==> config.mk <==
export PLATFORM = sky130hd
export DESIGN_NAME = fcs_ctrl
export DESIGN_NICKNAME = d
export VERILOG_FILES = /design/src/sv/fcs_pkg.sv /design/src/sv/fcs_ctrl.sv
export VERILOG_INCLUDE_DIRS = /design/src /design/src/sv
export SDC_FILE = /design/constraint.sdc
export NUM_CORES = 1
export LEC_CHECK = 0
export CORE_UTILIZATION = 45
export DETAILED_ROUTE_END_ITERATION = 6
export DONT_BUFFER_PORTS = 1
export GPL_ROUTABILITY_DRIVEN = 0
export PLACE_DENSITY = 0.71
export SLEW_MARGIN = 0
export SYNTH_ARGS = -nofsm -noshare
export SYNTH_HDL_FRONTEND = slang
export SYNTH_SLANG_ARGS = --single-unit
==> constraint.sdc <==
create_clock -name clk -period 1.9 [get_ports clk]
set_input_delay 0.095 -clock clk [delete_from_list [all_inputs] [get_ports clk]]
set_output_delay 0.095 -clock clk [all_outputs]
set_load 0.005 [all_outputs]
==> src/sv/assert_macros.svh <==
// ---------------------------------------------------------------------------
// Assertion macros
// Shared concurrent assertion forms used in the RTL.
// ---------------------------------------------------------------------------
`ifndef ASSERT_MACROS_SVH
`define ASSERT_MACROS_SVH

// same-cycle implication
`define ASSERT_IMPLIES(label, clk, rst, a, c) \
  label: assert property (@(posedge clk) disable iff (rst) (a) |-> (c)) \
    else $error("assertion failed: same-cycle implication");

// next-cycle implication
`define ASSERT_NEXT(label, clk, rst, a, c) \
  label: assert property (@(posedge clk) disable iff (rst) (a) |=> (c)) \
    else $error("assertion failed: next-cycle implication");

`endif

==> src/sv/fcs_pkg.sv <==
// ---------------------------------------------------------------------------
// fcs_pkg
// Shared types, constants and helpers of the follow camera smoother.
// ---------------------------------------------------------------------------
package fcs_pkg;

  localparam int VAL_W  = 32;
  localparam int Q_W    = 16;
  localparam int T_W    = 36;
  localparam int PROD_W = Q_W + T_W;
  localparam int ACC_W  = 54;
  localparam int SUM_W  = 42;
  localparam int IN_W   = 160;
  localparam int OUT_W  = 192;

  localparam logic signed [31:0] OFFSET_X_RST = 32'sd0;
  localparam logic signed [31:0] OFFSET_Y_RST = 32'sd655360;
  localparam logic signed [31:0] OFFSET_Z_RST = -32'sd655360;
  localparam logic [30:0]        LOOK_RST     = 31'd983040;
  localparam logic signed [15:0] AIM_GAIN     = 16'sd6554;

  localparam logic [1:0] REG_OFFSET_X = 2'd0;
  localparam logic [1:0] REG_OFFSET_Y = 2'd1;
  localparam logic [1:0] REG_OFFSET_Z = 2'd2;
  localparam logic [1:0] REG_LOOK     = 2'd3;

  localparam logic [3:0] OP_NOP    = 4'd0;
  localparam logic [3:0] OP_TMUL0  = 4'd1;
  localparam logic [3:0] OP_TMUL1  = 4'd2;
  localparam logic [3:0] OP_TSTORE = 4'd3;
  localparam logic [3:0] OP_R0     = 4'd4;
  localparam logic [3:0] OP_R1     = 4'd5;
  localparam logic [3:0] OP_R2     = 4'd6;
  localparam logic [3:0] OP_TGT    = 4'd7;
  localparam logic [3:0] OP_UPD    = 4'd8;
  localparam logic [3:0] OP_FIN    = 4'd9;

  typedef struct packed {
    logic       load;
    logic       out_load;
    logic [3:0] op;
    logic       vec;
    logic [1:0] comp;
  } fcs_cmd_t;

  function automatic logic [1:0] idx_a(input logic [1:0] c);
    case (c)
      2'd0:    idx_a = 2'd1;
      2'd1:    idx_a = 2'd2;
      default: idx_a = 2'd0;
    endcase
  endfunction

  function automatic logic [1:0] idx_b(input logic [1:0] c);
    case (c)
      2'd0:    idx_b = 2'd2;
      2'd1:    idx_b = 2'd0;
      default: idx_b = 2'd1;
    endcase
  endfunction

  function automatic logic signed [31:0] sat32(input logic signed [SUM_W-1:0] x);
    if (x > 42'sd2147483647) begin
      sat32 = 32'sh7FFFFFFF;
    end else if (x < -42'sd2147483648) begin
      sat32 = 32'sh80000000;
    end else begin
      sat32 = x[31:0];
    end
  endfunction

endpackage

==> src/sv/fcs_ctrl.sv <==
// ---------------------------------------------------------------------------
// fcs_ctrl
// Sequencer: steps the shared multiplier through both rotations and updates.
// ---------------------------------------------------------------------------
`include "assert_macros.svh"

module fcs_ctrl (
  input  logic             clk,
  input  logic             rst,
  input  logic             s_tvalid,
  output logic             s_tready,
  output logic             m_tvalid,
  input  logic             m_tready,
  output fcs_pkg::fcs_cmd_t cmd
);

  localparam logic [1:0] ST_IDLE = 2'd0;
  localparam logic [1:0] ST_RUN  = 2'd1;
  localparam logic [1:0] ST_WAIT = 2'd2;

  logic [1:0] state;
  logic       vec;
  logic       grp;
  logic [1:0] comp;
  logic [2:0] ph;
  logic       out_valid;
  logic       last_ph;
  logic       last;
  logic       out_load;
  logic [3:0] op;

  assign s_tready = (state == ST_IDLE);
  assign m_tvalid = out_valid;
  assign last_ph  = grp ? (ph == 3'd5) : (ph == 3'd2);
  assign last     = last_ph && (comp == 2'd2) && grp && vec;
  assign out_load = (state == ST_WAIT) && (!out_valid || m_tready);

  always_comb begin
    op = fcs_pkg::OP_NOP;
    if (state == ST_RUN) begin
      if (!grp) begin
        case (ph)
          3'd0:    op = fcs_pkg::OP_TMUL0;
          3'd1:    op = fcs_pkg::OP_TMUL1;
          default: op = fcs_pkg::OP_TSTORE;
        endcase
      end else begin
        case (ph)
          3'd0:    op = fcs_pkg::OP_R0;
          3'd1:    op = fcs_pkg::OP_R1;
          3'd2:    op = fcs_pkg::OP_R2;
          3'd3:    op = fcs_pkg::OP_TGT;
          3'd4:    op = fcs_pkg::OP_UPD;
          default: op = fcs_pkg::OP_FIN;
        endcase
      end
    end
  end

  assign cmd.load     = s_tvalid && s_tready;
  assign cmd.out_load = out_load;
  assign cmd.op       = op;
  assign cmd.vec      = vec;
  assign cmd.comp     = comp;

  always_ff @(posedge clk) begin
    if (rst) begin
      state     <= ST_IDLE;
      vec       <= 1'b0;
      grp       <= 1'b0;
      comp      <= 2'd0;
      ph        <= 3'd0;
      out_valid <= 1'b0;
    end else begin
      if (out_load) begin
        out_valid <= 1'b1;
      end else if (m_tready) begin
        out_valid <= 1'b0;
      end
      case (state)
        ST_IDLE: begin
          if (s_tvalid) begin
            state <= ST_RUN;
            vec   <= 1'b0;
            grp   <= 1'b0;
            comp  <= 2'd0;
            ph    <= 3'd0;
          end
        end
        ST_RUN: begin
          if (last) begin
            state <= ST_WAIT;
          end else if (!last_ph) begin
            ph <= ph + 3'd1;
          end else begin
            ph <= 3'd0;
            if (comp != 2'd2) begin
              comp <= comp + 2'd1;
            end else begin
              comp <= 2'd0;
              grp  <= ~grp;
              if (grp) begin
                vec <= 1'b1;
              end
            end
          end
        end
        ST_WAIT: begin
          if (out_load) begin
            state <= ST_IDLE;
          end
        end
        default: state <= ST_IDLE;
      endcase
    end
  end

  `ASSERT_NEXT(a_start, clk, rst, s_tvalid && s_tready, (state == ST_RUN) && (ph == 3'd0) && !vec)
  `ASSERT_IMPLIES(a_comp_range, clk, rst, state == ST_RUN, (comp != 2'd3) && (ph != 3'd7))
  `ASSERT_NEXT(a_run_end, clk, rst, (state == ST_RUN) && last, (state == ST_WAIT))

endmodule

# [Word level (Yosys, flattened, before mapping)]
# Cells that the tools add are included.
[word_totals] reg_bits=10 in_bits=4 output_inout_bits=11
[classes] add_sub_neg=2 n_eq_ne=16 muxes=30 n_bitwise=1 n_reduce_logical=16
[op_table] op="$pmux W4 S5" count=1
[op_table] op="$ne A2 B2 Y1 const B" count=8
[op_table] op="$mux W2" count=7
[op_table] op="$mux W1" count=11
[op_table] op="$mux W3" count=3
[op_table] op="$mux W4" count=2
[op_table] op="$pmux W2 S2" count=2
[op_table] op="$eq A3 B2 Y1 const B" count=2
[op_table] op="$eq A3 B3 Y1 const B" count=2
[op_table] op="$pmux W2 S3" count=1
[op_table] op="$pmux W3 S2" count=1
[op_table] op="$reduce_and A3 Y1" count=2
[op_table] op="$reduce_and A6 Y1" count=1
[op_table] op="$logic_and A1 B1 Y1" count=5
[op_table] op="$reduce_and A5 Y1" count=1
[op_table] op="$eq A2 B2 Y1 const B" count=2
[op_table] op="$pmux W1 S2" count=2
[op_table] op="$reduce_and A4 Y1" count=1
[op_table] op="$reduce_bool A2 Y1" count=2
[op_table] op="$add A3 B1 Y3 const B" count=1
[op_table] op="$eq A3 B1 Y1 const B" count=1
[op_table] op="$logic_not A3 Y1" count=1
[op_table] op="$add A2 B1 Y2 const B" count=1
[op_table] op="$eq A2 B1 Y1 const B" count=1
[op_table] op="4 further kinds" count=4

# [Depth between registers and ports, before layout]
[logic_depth] ltp_word=7 mapped_depth=7

# [Worst setup path after synthesis]
# OpenSTA, ideal clock, no wires.
[synth_timing] path_kind="register to register" start="register ph[1]" end="register ph[2]" setup_time_ns=0.128 arrival_ns=1.343 t_required_ns=1.772 setup_slack_ns=0.430 path_stages_with_launch=7 n_path_buf=0 synth_period_minus_slack_ns=1.470 cell_sequence="dfxtp_1 -> inv_1 -> ha_1 -> and4b_4 -> a211o_1 -> a2bb2oi_1 -> nor2_1"
[synth_between] elab_chain_cells=7 word_cells_on_any_way=12 cone_classes="add/sub (1); eq/ne (3); mux (4); reduce/logical (4)"
[synth_lines] item="start, declared" line="fcs_ctrl.sv:25" rtl="logic [2:0] ph;"
[synth_lines] item="start signal, assigned" line="fcs_ctrl.sv:94" rtl="ph <= ph + 3'd1;"
[synth_lines] item="branches (longest 7 deep; another with $add A3 B1 Y3)"
# Parallel ways; which one is timed is not known. The select of a mux whose other input is x is not followed.
# A chain may end at the register's enable or synchronous reset.

==> impl_metrics.ini <==
[run_status]
status = finished clean

[sta]
finClkSkew_ps = 11.2
worst_slew_margin_rel = 0.753
setup_ws_ps = 246
min_period_ps = 1650
final_max_slew_viol_count = 0
period_share = 0.871
tightest_slew_ps = 370
fmax_mhz = 604
hold_violations = 0
rsz0062_at_grt = false
setup_viol = 0
tns_ps = 0

[final_layout]
antenna_cells = 0
area_growth_pct = 5.31
num-nets-final = 92
nFillCells = 148
drive_gt1_frac = 0.110

[worst_setup_path]
cp.required_ps = 1800
worstSetupPathType = flop to output port
arrival_ps = 1560
crit_fanout = 5
cp-start-kind = flop
reg2reg_slack_ps = 260
end_kind = output port

[detailed_routing]
routed_wl_um = 1350
first_pass_iters = 4
vias = 549
wl_met2_um = 567
post_drt_wl_per_cell_um = 13.9
wl_met1_um = 690
via_per_inst = 5.66
drcViolationCount = 0
met3WireLength_um = 83
postRouteAntennaNets = 0
top_layer_used = met4
drt_iter0_drc = 20

[yosys]
synth_most_common_cell = nor2_1
post-synth-top-area-fraction = 0.304
synth_top_area_cell = dfxtp_1
synth-adder-area-share = 0.0949
yosys.area_share.simple = 0.304
synth_edf_count = 0
ys.flop_type = dfxtp_1
yosysWarnings = 0
async_flop_share = 0
synth-seq-cells = 10
netlist_area_sq_um = 659
syn_avg_cell_area_sq_um = 8.14
synth-xor-area-share = 0
synth_cell_types = 31
synth_area_leaders = dfxtp_1 30%, ha_1 9.5%, nor2_1 9.1%
syn_nets = 90
postSynthCellCount = 81
netlist_top_cells_count = 16 x nor2_1, 10 x dfxtp_1, 6 x inv_1
synth_top_family_by_area = simple AND/OR/NAND/NOR gates
synth-compound-area-share = 0.218
ys_seq_area_frac = 0.304
muxShareOfSynthArea = 0

[floorplanning]
die_h_um = 40.3
row_count = 13
start_util = 0.494
dieArea_sq_um = 1620
core_area_sq_um = 1330
ioPinCount = 15
die_w_um = 40.3

[clock_tree]
worst_skew_pair.late_latency_ps = 270
cts_max_level = 1
post_cts_buffers = 0
cts.sinks = 10
cts_buffer_depth = 2
clk_pin_slew_ps = 70
numCtsBuffers = 3
cts_tree = built
ctsRootBufferMaster = clkbuf_4
cts_resized = 0

[placement]
dp_hpwl_um = 980
io_buffer_count = 0
dp_slack_ps = 329

[run]
maxCapViolCount = 0

[power]
p_leak_nw = 0.273
vdd_drop_max_mv = 0.391
powerDensity_nw_per_um2 = 697

[grt]
grt_pass1_vias = 451
grt_pass1_wl_um = 2010
grt_max_degree = 11
antenna_found_initial = 0
grt.overflow.total = 0
track_usage = 0.193

[hold_path]
hp-class = input pin to flop
## worst max-delay path, stage by stage (launching register included)
cell	delay, ps
dfxtp_1	410
inv_1	90
ha_1	230
nand2b_1	170
a21oi_1	90
a311oi_1	310
## registers in the layout (all words and copies together), names as in the netlist
name,cells
ph,3
comp,2
state,2
grp,1
m_tvalid,1
vec,1
## routing by layer
layer | GRT usage | vias up
met4 | 0.0500 | 0
li1 | - | 292
met5 | 0 | -
met2 | 0.242 | 12
met3 | 0.117 | 2
met1 | 0.270 | 243
## cells in the final DEF, fill, tap and decap left out, types with 2 or more instances in the layout
| cell type | synthesis | routed |
|---|---|---|
| dfxtp_1 | 10 | 10 |
| inv_1 | 6 | 6 |
| a2bb2oi_1 | 2 | 2 |
| nand2b_1 | 4 | 4 |
| clkbuf_4 | 0 | 3 |
| a21oi_1 | 5 | 5 |
| nor3_1 | 3 | 3 |
| nor2_1 | 16 | 16 |
| and2b_2 | 2 | 2 |
| nor2b_1 | 3 | 3 |
| ha_1 | 5 | 5 |
| nand4_1 | 3 | 3 |
| o21ai_1 | 2 | 2 |
## worst paths after layout
kind,startpoint,end,cells after the start
hold reg to reg,m_tvalid$_SDFFE_PP0P_,m_tvalid$_SDFFE_PP0P_,2
hold / removal,s_tvalid,vec$_SDFFE_PP0P_,3
setup reg to reg,ph[1]$_SDFFE_PP0P_,comp[0]$_SDFFE_PP0P_,6
setup / recovery,ph[0]$_SDFFE_PP0P_,cmd[3],5
## what timing repair did
action                     4_1_cts  5_1_grt
hold endpoints to repair        10        0
setup endpoints to repair        0        0
hold buffers                     1        0
## cell type report
type / count / area [sq um] / share of cell area
inverters: 6 / 22.5 / 0.0324
repair buffers: 1 / 10.0 / 0.0144
flip-flops and latches: 10 / 200 / 0.288
multi-input cells: 61 / 407 / 0.586
well taps: 15 / 18.8 / 0.0270
clock buffers: 4 / 36.3 / 0.0523
## kinds of logic after synthesis
kind of cell / Yosys count
AO/OA/AOI/OAI: 19
adder cells (fa/ha/maj): 5
buffers and inverters: 10
flip-flops: 10
AND/OR/NAND/NOR: 37
## stage by stage
step	util	total power [mW]	hold slack, ps	cells	cell area (sq um)
2_1_floorplan	-	0.280	287	81	659
3_3_place_gp	0.486	0.288	166	92	648
3_5_place_dp	0.486	0.289	168	92	648
4_1_cts	0.521	0.490	33.3	97	694
5_1_grt	0.521	0.506	81.5	97	694
6_report	0.521	0.484	36.8	97	694
## where the power goes
part	switching (mW)	leakage (nW)	internal, mW
combinational	0.0388	0.171	0.0266
sequential	0.00898	0.0813	0.216
clock	0.0774	0.0210	0.116
Note: power is estimated with default switching activity, not from simulation.
